==> src/rtl/core/pvc_pkg.sv <==
package pvc_pkg;

	localparam int DT_WIDTH_DEF = 24;

	localparam int GAIN_W    = 16;
	localparam int TEMP_W    = 16;
	localparam int ERR_ABS_W = 16;
	localparam int VALVE_W   = 15;
	localparam int ACC_W     = 31;
	localparam int PROD_W    = 64;
	localparam int MUL_W     = 32;
	localparam int CFG_IDX_W = 8;

	localparam logic [CFG_IDX_W-1:0] REG_PROP_GAIN  = 8'd0;
	localparam logic [CFG_IDX_W-1:0] REG_INTEG_GAIN = 8'd1;

	localparam logic [GAIN_W-1:0] PROP_GAIN_RST  = 16'd2560;
	localparam logic [GAIN_W-1:0] INTEG_GAIN_RST = 16'd721;

	// 100 % in units of 2^-24 %.
	localparam logic [ACC_W-1:0] PCT_FULL = 31'd1677721600;
	localparam logic [VALVE_W-1:0] VALVE_MAX = 15'd25600;

	// A quotient at or above 2^31 always drives the integral to a limit.
	localparam int QUO_W = 31;
	localparam logic [9:0] DIVISOR = 10'd1000;
	localparam logic [PROD_W-1:0] DIV_LIMIT = 64'd2147483648000;

	// The divide by 1000 takes two reciprocal multiplications: first the bits
	// above DIV_SPLIT, then their remainder joined with the bits below.
	localparam int DIV_SPLIT   = 20;
	localparam int QUO_HI_W    = QUO_W - DIV_SPLIT;
	localparam int RECIP_SHIFT = 41;
	localparam logic [MUL_W-1:0] RECIP_1000 = 32'd2199023256;

	localparam int QUEUE_DEPTH = 2;

	typedef struct packed {
		logic [GAIN_W-1:0] prop_gain;
		logic [GAIN_W-1:0] integ_gain;
	} pvc_gains_t;

	typedef enum logic [2:0] {
		ST_IDLE,
		ST_MUL1,
		ST_MUL2,
		ST_CHK,
		ST_REM,
		ST_DIV,
		ST_ACC,
		ST_SUM
	} pvc_state_t;

endpackage

==> src/rtl/core/pvc_queue.sv <==
module pvc_queue import pvc_pkg::*; #(
	parameter int WIDTH = 41
) (
	input  logic             clk,
	input  logic             arst_n,
	input  logic             push,
	input  logic [WIDTH-1:0] push_data,
	output logic             full,
	input  logic             pop,
	output logic             valid,
	output logic [WIDTH-1:0] pop_data
);

	localparam int PTR_W = $clog2(QUEUE_DEPTH);
	localparam int CNT_W = $clog2(QUEUE_DEPTH + 1);

	logic [WIDTH-1:0] mem_q [QUEUE_DEPTH];
	logic [PTR_W-1:0] wr_ptr_q;
	logic [PTR_W-1:0] rd_ptr_q;
	logic [CNT_W-1:0] count_q;

	assign full     = (count_q == CNT_W'(QUEUE_DEPTH));
	assign valid    = (count_q != '0);
	assign pop_data = mem_q[rd_ptr_q];

	always_ff @(posedge clk or negedge arst_n) begin
		if (!arst_n) begin
			wr_ptr_q <= '0;
			rd_ptr_q <= '0;
			count_q  <= '0;
		end else begin
			if (push) begin
				wr_ptr_q <= wr_ptr_q + 1'b1;
			end
			if (pop) begin
				rd_ptr_q <= rd_ptr_q + 1'b1;
			end
			if (push && !pop) begin
				count_q <= count_q + 1'b1;
			end else if (pop && !push) begin
				count_q <= count_q - 1'b1;
			end
		end
	end

	always_ff @(posedge clk) begin
		if (push) begin
			mem_q[wr_ptr_q] <= push_data;
		end
	end

	a_no_overflow: assert property (@(posedge clk) disable iff (!arst_n)
		push |-> (count_q != CNT_W'(QUEUE_DEPTH)))
		else $error("queue written while full");

	a_no_underflow: assert property (@(posedge clk) disable iff (!arst_n)
		pop |-> (count_q != '0))
		else $error("queue read while empty");

endmodule

==> src/rtl/core/pvc_front.sv <==
module pvc_front import pvc_pkg::*; #(
	parameter int DT_WIDTH = DT_WIDTH_DEF
) (
	input  logic                              clk,
	input  logic                              arst_n,
	input  logic                              s_axis_tvalid,
	output logic                              s_axis_tready,
	input  logic [95:0]                       s_axis_tdata,
	input  logic [1:0]                        s_axis_tuser,
	input  logic                              q_full,
	output logic                              q_push,
	output logic [DT_WIDTH+ERR_ABS_W:0]       q_data
);

	logic [PROD_W-1:0]   prev_time_q;
	logic [PROD_W-1:0]   now_time;
	logic [PROD_W-1:0]   gap;
	logic [DT_WIDTH-1:0] dt;
	logic [TEMP_W:0]     err;
	logic                err_neg;
	logic [TEMP_W:0]     err_mag;
	logic                accept;

	assign s_axis_tready = !q_full;
	assign accept        = s_axis_tvalid && s_axis_tready;
	assign now_time      = s_axis_tdata[63:0];

	always_comb begin
		gap = now_time - prev_time_q;
		if (prev_time_q == '0) begin
			dt = '0;
		end else if (gap[PROD_W-1:DT_WIDTH] != '0) begin
			dt = '1;
		end else begin
			dt = gap[DT_WIDTH-1:0];
		end
		err     = {s_axis_tdata[95], s_axis_tdata[95:80]}
			- {s_axis_tdata[79], s_axis_tdata[79:64]};
		err_neg = err[TEMP_W];
		err_mag = err_neg ? (~err + 1'b1) : err;
	end

	assign q_push = accept && s_axis_tuser[0] && s_axis_tuser[1];
	assign q_data = {dt, err_neg, err_mag[ERR_ABS_W-1:0]};

	always_ff @(posedge clk or negedge arst_n) begin
		if (!arst_n) begin
			prev_time_q <= '0;
		end else if (accept) begin
			prev_time_q <= now_time;
		end
	end

endmodule

==> src/rtl/core/pvc_back.sv <==
module pvc_back import pvc_pkg::*; #(
	parameter int DT_WIDTH = DT_WIDTH_DEF
) (
	input  logic                          clk,
	input  logic                          arst_n,
	input  pvc_gains_t                    gains,
	input  logic                          q_valid,
	input  logic [DT_WIDTH+ERR_ABS_W:0]   q_data,
	output logic                          q_pop,
	output logic                          out_tvalid,
	input  logic                          out_tready,
	output logic [VALVE_W-1:0]            out_tdata
);

	pvc_state_t state_q;
	pvc_state_t state_d;

	logic [ERR_ABS_W-1:0] err_abs_q;
	logic                 err_neg_q;
	logic [DT_WIDTH-1:0]  dt_q;
	logic [PROD_W-1:0]    prod_q;
	logic                 sat_q;
	logic [QUO_HI_W-1:0]  quo_hi_q;
	logic [9:0]           rem_q;
	logic [QUO_W-1:0]     quo_q;
	logic [ACC_W-1:0]     integ_acc_q;
	logic                 out_valid_q;
	logic [VALVE_W-1:0]   out_q;

	logic [MUL_W-1:0]  mul_a;
	logic [MUL_W-1:0]  mul_b;
	logic [PROD_W-1:0] mul_p;
	logic              over_limit;
	logic [20:0]       rem_full;
	logic [32:0]       acc_ext;
	logic [32:0]       acc_dn;
	logic [32:0]       acc_up;
	logic [ACC_W-1:0]  acc_new;
	logic [39:0]       p_scaled;
	logic [41:0]       sum_dn;
	logic [41:0]       sum_up;
	logic [ACC_W-1:0]  sum_clamped;
	logic              out_free;

	assign out_free   = !out_valid_q || out_tready;
	assign over_limit = (prod_q >= DIV_LIMIT);

	always_comb begin
		state_d = state_q;
		q_pop   = 1'b0;
		case (state_q)
			ST_IDLE: begin
				if (q_valid) begin
					q_pop   = 1'b1;
					state_d = ST_MUL1;
				end
			end
			ST_MUL1: state_d = ST_MUL2;
			ST_MUL2: state_d = ST_CHK;
			ST_CHK: begin
				state_d = over_limit ? ST_ACC : ST_REM;
			end
			ST_REM: state_d = ST_DIV;
			ST_DIV: state_d = ST_ACC;
			ST_ACC: state_d = ST_SUM;
			ST_SUM: begin
				if (out_free) begin
					state_d = ST_IDLE;
				end
			end
			default: state_d = ST_IDLE;
		endcase
	end

	always_comb begin
		case (state_q)
			ST_MUL1: begin
				mul_a = MUL_W'(err_abs_q);
				mul_b = MUL_W'(gains.integ_gain);
			end
			ST_MUL2: begin
				mul_a = prod_q[MUL_W-1:0];
				mul_b = MUL_W'(dt_q);
			end
			ST_CHK: begin
				mul_a = MUL_W'(prod_q[40:DIV_SPLIT]);
				mul_b = RECIP_1000;
			end
			ST_DIV: begin
				mul_a = MUL_W'({rem_q, prod_q[DIV_SPLIT-1:0]});
				mul_b = RECIP_1000;
			end
			default: begin
				mul_a = MUL_W'(err_abs_q);
				mul_b = MUL_W'(gains.prop_gain);
			end
		endcase
		mul_p = PROD_W'(mul_a) * PROD_W'(mul_b);
	end

	always_comb begin
		rem_full = prod_q[40:DIV_SPLIT] - (21'(quo_hi_q) * 21'(DIVISOR));

		acc_ext = {2'b00, integ_acc_q};
		acc_dn  = acc_ext - {2'b00, quo_q};
		acc_up  = acc_ext + {2'b00, quo_q};
		if (err_neg_q) begin
			acc_new = (sat_q || acc_dn[32]) ? '0 : acc_dn[ACC_W-1:0];
		end else begin
			acc_new = (sat_q || (acc_up > {2'b00, PCT_FULL})) ? PCT_FULL
				: acc_up[ACC_W-1:0];
		end

		p_scaled = {prod_q[MUL_W-1:0], 8'h00};
		sum_dn   = {11'd0, integ_acc_q} - {2'b00, p_scaled};
		sum_up   = {11'd0, integ_acc_q} + {2'b00, p_scaled};
		if (err_neg_q) begin
			sum_clamped = sum_dn[41] ? '0 : sum_dn[ACC_W-1:0];
		end else begin
			sum_clamped = (sum_up > {11'd0, PCT_FULL}) ? PCT_FULL
				: sum_up[ACC_W-1:0];
		end
	end

	always_ff @(posedge clk or negedge arst_n) begin
		if (!arst_n) begin
			state_q     <= ST_IDLE;
			integ_acc_q <= '0;
			out_valid_q <= 1'b0;
		end else begin
			state_q <= state_d;
			if (state_q == ST_ACC) begin
				integ_acc_q <= acc_new;
			end
			if (state_q == ST_SUM && out_free) begin
				out_valid_q <= 1'b1;
			end else if (out_tready) begin
				out_valid_q <= 1'b0;
			end
		end
	end

	always_ff @(posedge clk) begin
		case (state_q)
			ST_IDLE: begin
				err_abs_q <= q_data[ERR_ABS_W-1:0];
				err_neg_q <= q_data[ERR_ABS_W];
				dt_q      <= q_data[ERR_ABS_W+1 +: DT_WIDTH];
			end
			ST_MUL1, ST_MUL2, ST_ACC: begin
				prod_q <= mul_p;
			end
			ST_CHK: begin
				sat_q    <= over_limit;
				quo_hi_q <= mul_p[RECIP_SHIFT +: QUO_HI_W];
			end
			ST_REM: begin
				rem_q <= rem_full[9:0];
			end
			ST_DIV: begin
				quo_q <= {quo_hi_q, mul_p[RECIP_SHIFT +: DIV_SPLIT]};
			end
			ST_SUM: begin
				if (out_free) begin
					out_q <= sum_clamped[ACC_W-1:16];
				end
			end
			default: begin
			end
		endcase
	end

	assign out_tvalid = out_valid_q;
	assign out_tdata  = out_q;

	a_acc_only_in_update: assert property (@(posedge clk) disable iff (!arst_n)
		(state_q != ST_ACC) |=> $stable(integ_acc_q))
		else $error("integral changed outside its update step");

	a_valve_in_range: assert property (@(posedge clk) disable iff (!arst_n)
		out_valid_q |-> (out_q <= VALVE_MAX))
		else $error("valve drive above full scale");

	a_saturate_skips_divide: assert property (@(posedge clk) disable iff (!arst_n)
		(state_q == ST_CHK && over_limit) |=> (state_q == ST_ACC && sat_q))
		else $error("oversized step did not saturate");

endmodule

==> src/rtl/core/pi_valve_controller_top.sv <==
// Channel  Signals                         Payload (lowest bit first)
// s_axis   tvalid tready tdata[95:0] tuser now_time_ms, room_temp, target_temp | temp_ok, target_ok
// m_axis   tvalid tready tdata[15:0]       valve_percent, one zero pad bit
// cfg      valid ready index[7:0] data     register index, 16-bit value
//
// An item with both readings valid passes the back end in order: dequeue, two products
// on the shared 32x32 multiplier, a range check with the high quotient digit of the
// divide by 1000, its remainder, the low digit, integral update with the proportional
// product, sum. A step large enough to saturate the integral skips the divide.
// The two-entry queue takes new items while the back end works; s_axis stalls
// only when it is full. Reset clears timestamp and integral and loads default gains.
module pi_valve_controller_top import pvc_pkg::*; #(
	parameter int DT_WIDTH = DT_WIDTH_DEF
) (
	input  logic                 clk,
	input  logic                 arst_n,
	input  logic                 s_axis_tvalid,
	output logic                 s_axis_tready,
	input  logic [95:0]          s_axis_tdata,  // now_time_ms, room_temp, target_temp
	input  logic [1:0]           s_axis_tuser,  // temp_ok, target_ok
	output logic                 m_axis_tvalid,
	input  logic                 m_axis_tready,
	output logic [15:0]          m_axis_tdata,  // valve_percent, zero pad
	input  logic                 cfg_valid,
	output logic                 cfg_ready,
	input  logic [CFG_IDX_W-1:0] cfg_index,
	input  logic [GAIN_W-1:0]    cfg_data
);

	localparam int ITEM_W = DT_WIDTH + ERR_ABS_W + 1;

	pvc_gains_t         gains_q;
	logic               q_full;
	logic               q_push;
	logic [ITEM_W-1:0]  q_wdata;
	logic               q_valid;
	logic               q_pop;
	logic [ITEM_W-1:0]  q_rdata;
	logic [VALVE_W-1:0] valve;

	assign cfg_ready = 1'b1;

	always_ff @(posedge clk or negedge arst_n) begin
		if (!arst_n) begin
			gains_q.prop_gain  <= PROP_GAIN_RST;
			gains_q.integ_gain <= INTEG_GAIN_RST;
		end else if (cfg_valid && cfg_ready) begin
			if (cfg_index == REG_PROP_GAIN) begin
				gains_q.prop_gain <= cfg_data;
			end else if (cfg_index == REG_INTEG_GAIN) begin
				gains_q.integ_gain <= cfg_data;
			end
		end
	end

	pvc_front #(
		.DT_WIDTH(DT_WIDTH)
	) u_front (
		.clk          (clk),
		.arst_n       (arst_n),
		.s_axis_tvalid(s_axis_tvalid),
		.s_axis_tready(s_axis_tready),
		.s_axis_tdata (s_axis_tdata),
		.s_axis_tuser (s_axis_tuser),
		.q_full       (q_full),
		.q_push       (q_push),
		.q_data       (q_wdata)
	);

	pvc_queue #(
		.WIDTH(ITEM_W)
	) u_queue (
		.clk      (clk),
		.arst_n   (arst_n),
		.push     (q_push),
		.push_data(q_wdata),
		.full     (q_full),
		.pop      (q_pop),
		.valid    (q_valid),
		.pop_data (q_rdata)
	);

	pvc_back #(
		.DT_WIDTH(DT_WIDTH)
	) u_back (
		.clk       (clk),
		.arst_n    (arst_n),
		.gains     (gains_q),
		.q_valid   (q_valid),
		.q_data    (q_rdata),
		.q_pop     (q_pop),
		.out_tvalid(m_axis_tvalid),
		.out_tready(m_axis_tready),
		.out_tdata (valve)
	);

	assign m_axis_tdata = {1'b0, valve};

endmodule
==> config.mk <==
export PLATFORM = sky130hd
export DESIGN_NAME = pi_valve_controller_top
export DESIGN_NICKNAME = d
export VERILOG_FILES = /design/src/rtl/core/pvc_pkg.sv /design/src/rtl/core/pvc_queue.sv /design/src/rtl/core/pvc_front.sv /design/src/rtl/core/pvc_back.sv /design/src/rtl/core/pi_valve_controller_top.sv
export SDC_FILE = /design/constraint.sdc
export NUM_CORES = 2
export LEC_CHECK = 0
export BUFFER_PORTS_ARGS = -buffer_cell sky130_fd_sc_hd__buf_2
export CORE_ASPECT_RATIO = 1.4
export CORE_MARGIN = 2
export CORE_UTILIZATION = 40
export CTS_BUF_LIST = sky130_fd_sc_hd__clkbuf_16
export CTS_CLUSTER_DIAMETER = 40
export DETAILED_ROUTE_END_ITERATION = 10
export MAX_ROUTING_LAYER = met4
export SLEW_MARGIN = 15
export SYNTH_ARGS = -nofsm -noshare
export SYNTH_HDL_FRONTEND = slang
export SYNTH_SLANG_ARGS = --single-unit
==> constraint.sdc <==
create_clock -name clk -period 27.7 [get_ports clk]
set_input_delay 4.155 -clock clk [delete_from_list [all_inputs] [get_ports clk]]
set_output_delay 4.155 -clock clk [all_outputs]
set_load 0.02 [all_outputs]
==> metrics.txt <==
register bit total from synthesis 390; initial antenna violation count 4; mux cell area share after synthesis under 10%; clk_skew between 0.03 and 0.04 ns; Pins Over Slew Limit 0; crit-path max cell delay 0.81 ns; # IOs ~150; PortBufs between 100 and 150; design area ~60000 µm²; register area share after synthesis 19.6%; Die Ht approximately 450 µm; Core Util, Final 44.1%; Setup violations, final 0; total wire length between 200000 and 250000 µm; Reg-to-Reg End u_back.prod_q[60]; Final Cycle Share between 40% and 50%; # DRC 0; DRT iter0 DRCs ~3800; status finished, final reports clean; clk slew on worst S/H paths roughly 0.060 ns; setup TNS 0 ns; Hold Path Class flip-flop to flip-flop; Post-Syn Area approximately 56000 µm²; Reg2Reg Depth 34; worst slew pin tran 1.20 ns; Area after DPL 59100 µm²; Largest delay share family, worst path adder cells; Slew headroom between 10% and 20%; Avg Synthesized Cell Area 8.86 µm²; Starting Density just over 40%; CP max stage cell and2_1; TritonCTS clock tree yes; vias per inst approximately 5.7; CTS Hold Bufs 0; GRT Overall Usage 28.9%; global-route wire length before repair approximately 300000 µm; Crit Path Class flip-flop to flip-flop; worst path buffer plus inverter count 7; reg-to-reg setup timing slack about 16 ns; post-synthesis compound-gate area fraction between 10 and 15%; most common cell after layout, fill and taps aside inv_1; most frequent CP cell fa_1; Min Hold Slack slightly below 0.5 ns; hold endpoint u_back.quo_q[27]; number of buffers created by CTS 67; CP startpoint kind flip-flop; Crit Reg-Reg Startpoint u_back.state_q[0]; Synth Area in XOR/XNOR under 10%; final worst path period need between 10 and 15 ns; Unique masters post-synth around 100; clock latency on the worst-skew pair slightly below 0.7 ns; CP endpoint kind flip-flop; # H-tree levels 3; Pre-Repair DR Iteration Count 6; Gate Count Post-Synth roughly 6400; post-CTS sizing 0; Area Overhead vs Synth 9.30%; Worst EP arrival 11.90 ns; Die Wd roughly 320 µm; largest net degree at the start of global routing between 100 and 150; Hold Crit Start u_back.quo_hi_q[7]; synthesized-area fraction occupied by and/or/nand/nor cells 15.6%; # rows around 160; Final #Nets around 7800; asr flop ratio synth 34.6%; # clock sinks slightly below 400; Post-synth EDFFs between 200 and 300; DRT antenna net count 0; CP Max Fanout 25; Warnings, synthesis 0; Wirelength per Cell ~24 µm; Max Cap Violations 0; critical path data required time 28.09 ns; GP Congestion 0.995; Max clock buf depth 3; Final Hold Fails 0; GRT overflow 0; dpl hpwl 164000 µm; fmax roughly 0.087 GHz; die area about 140000 µm²; most frequent cells in the layout inv_1 (998), nor2_1 (766), fa_1 (751); post-synthesis adder-cell area fraction between 30% and 40%; combinational family with the most area after synthesis adder cells; core area around 140000 µm²; RSZ-0062 raised after global routing no; Post-CTS Setup Bufs 0; CTS Root Cell clkbuf_16; Min-Delay Path Depth 0; vias in the first global route about 49000; Post-synth top flop edfxtp_1; share of post-route cells with drive strength above 1 8.21%; via count 47300
[Yosys cell counts (17+ instances only)]
cell type  number  area [µm²]
nand3_1        68         340
a21oi_1       338        1690
a211oi_1       34         255
buf_1          17        63.8
o21bai_1       28         210
fa_1          751       15000
dfrtp_1       128        3200
a22oi_1        24         180
o211ai_1       37         278
nor2_1        773        2900
clkbuf_1      256         961
nand4_1        52         325
and2_1         59         369
nor3_1         93         465
or3_1          33         206
mux2_2         76         856
o31ai_1        33         248
o21ai_0       239        1200
and3_1         38         238
a21o_1        109         818
inv_1         992        3720
nand2b_1       72         450
o21a_1         31         233
xor2_1         55         482
nor2b_1        36         225
xnor2_1       109         955
a31oi_1        58         363
a211o_1        21         184
nor4_1         58         363
nand2_1       607        2280
ha_1          501        6270
or2_2          24         150
edfxtp_1      255        7660
[sequential cells by signal, summed over array words and instances (netlist names)]
signal               flops
u_queue.mem_q           82
u_back.prod_q           64
u_front.prev_time_q     64
gains_q                 32
u_back.integ_acc_q      31
u_back.quo_q            31
u_back.dt_q             24
u_back.err_abs_q        16
u_back.out_tdata        15
u_back.quo_hi_q         11
u_back.rem_q            10
u_back.state_q           3
u_queue.count_q          2
u_back.err_neg_q         1
u_back.out_tvalid        1
u_back.sat_q             1
u_queue.rd_ptr_q         1
u_queue.wr_ptr_q         1
[stage by stage]
step,worst slack (ns),std cells
after CTS,16.37,8237
after global routing,15.61,8239
final,16.19,8239
after detailed placement,16.45,8113
after floorplan,17.77,6357
after global placement,16.52,8112
[worst max path at each step]
stage | start | endpoint | slack [ns] | cells past startpoint
after floorplan | u_back.state_q[0] | u_back.prod_q[60] | 17.77 | 34
after global placement | u_back.state_q[1] | u_back.prod_q[60] | 16.52 | 31
after detailed placement | u_back.state_q[0] | u_back.quo_q[19] | 16.45 | 34
after CTS | u_back.state_q[0] | u_back.prod_q[60] | 16.37 | 34
after global routing | u_back.state_q[0] | u_back.prod_q[61] | 15.61 | 30
final | u_back.state_q[0] | u_back.prod_q[60] | 16.19 | 34
[cell families after synthesis]
family | after synthesis
adders and majority gates | 1252
buffers and inverters | 1286
muxes | 87
and+or+nand+nor | 1970
other | 2
AOI/OAI and AO/OA | 1199
DFF | 390
xor gates and xnor gates | 164
[per-layer routing]
metal | routed length, µm | GRT usage (%) | part of all wire [%]
met5 | 0 | - | 0
met4 | 15300 | 18.7 | 7.6
met3 | 12400 | 3.86 | 6.2
met2 | 101000 | 49.9 | 50
met1 | 72700 | 31.1 | 36
[area by class of cell]
class / count / area, µm²
fill: 13700 / 78000
antenna: 2 / 5.00
inverter: 997 / 3740
sequential: 390 / 11000
clock buffer: 68 / 1700
multi-input combinational: 4681 / 40600
timing repair buffer: 241 / 1460
clock inverter: 56 / 646
tap: 1804 / 2260
Power is left out: the tool's default activity adds up to more than one toggle a clock period on the data nets, which glitch-free logic cannot reach.
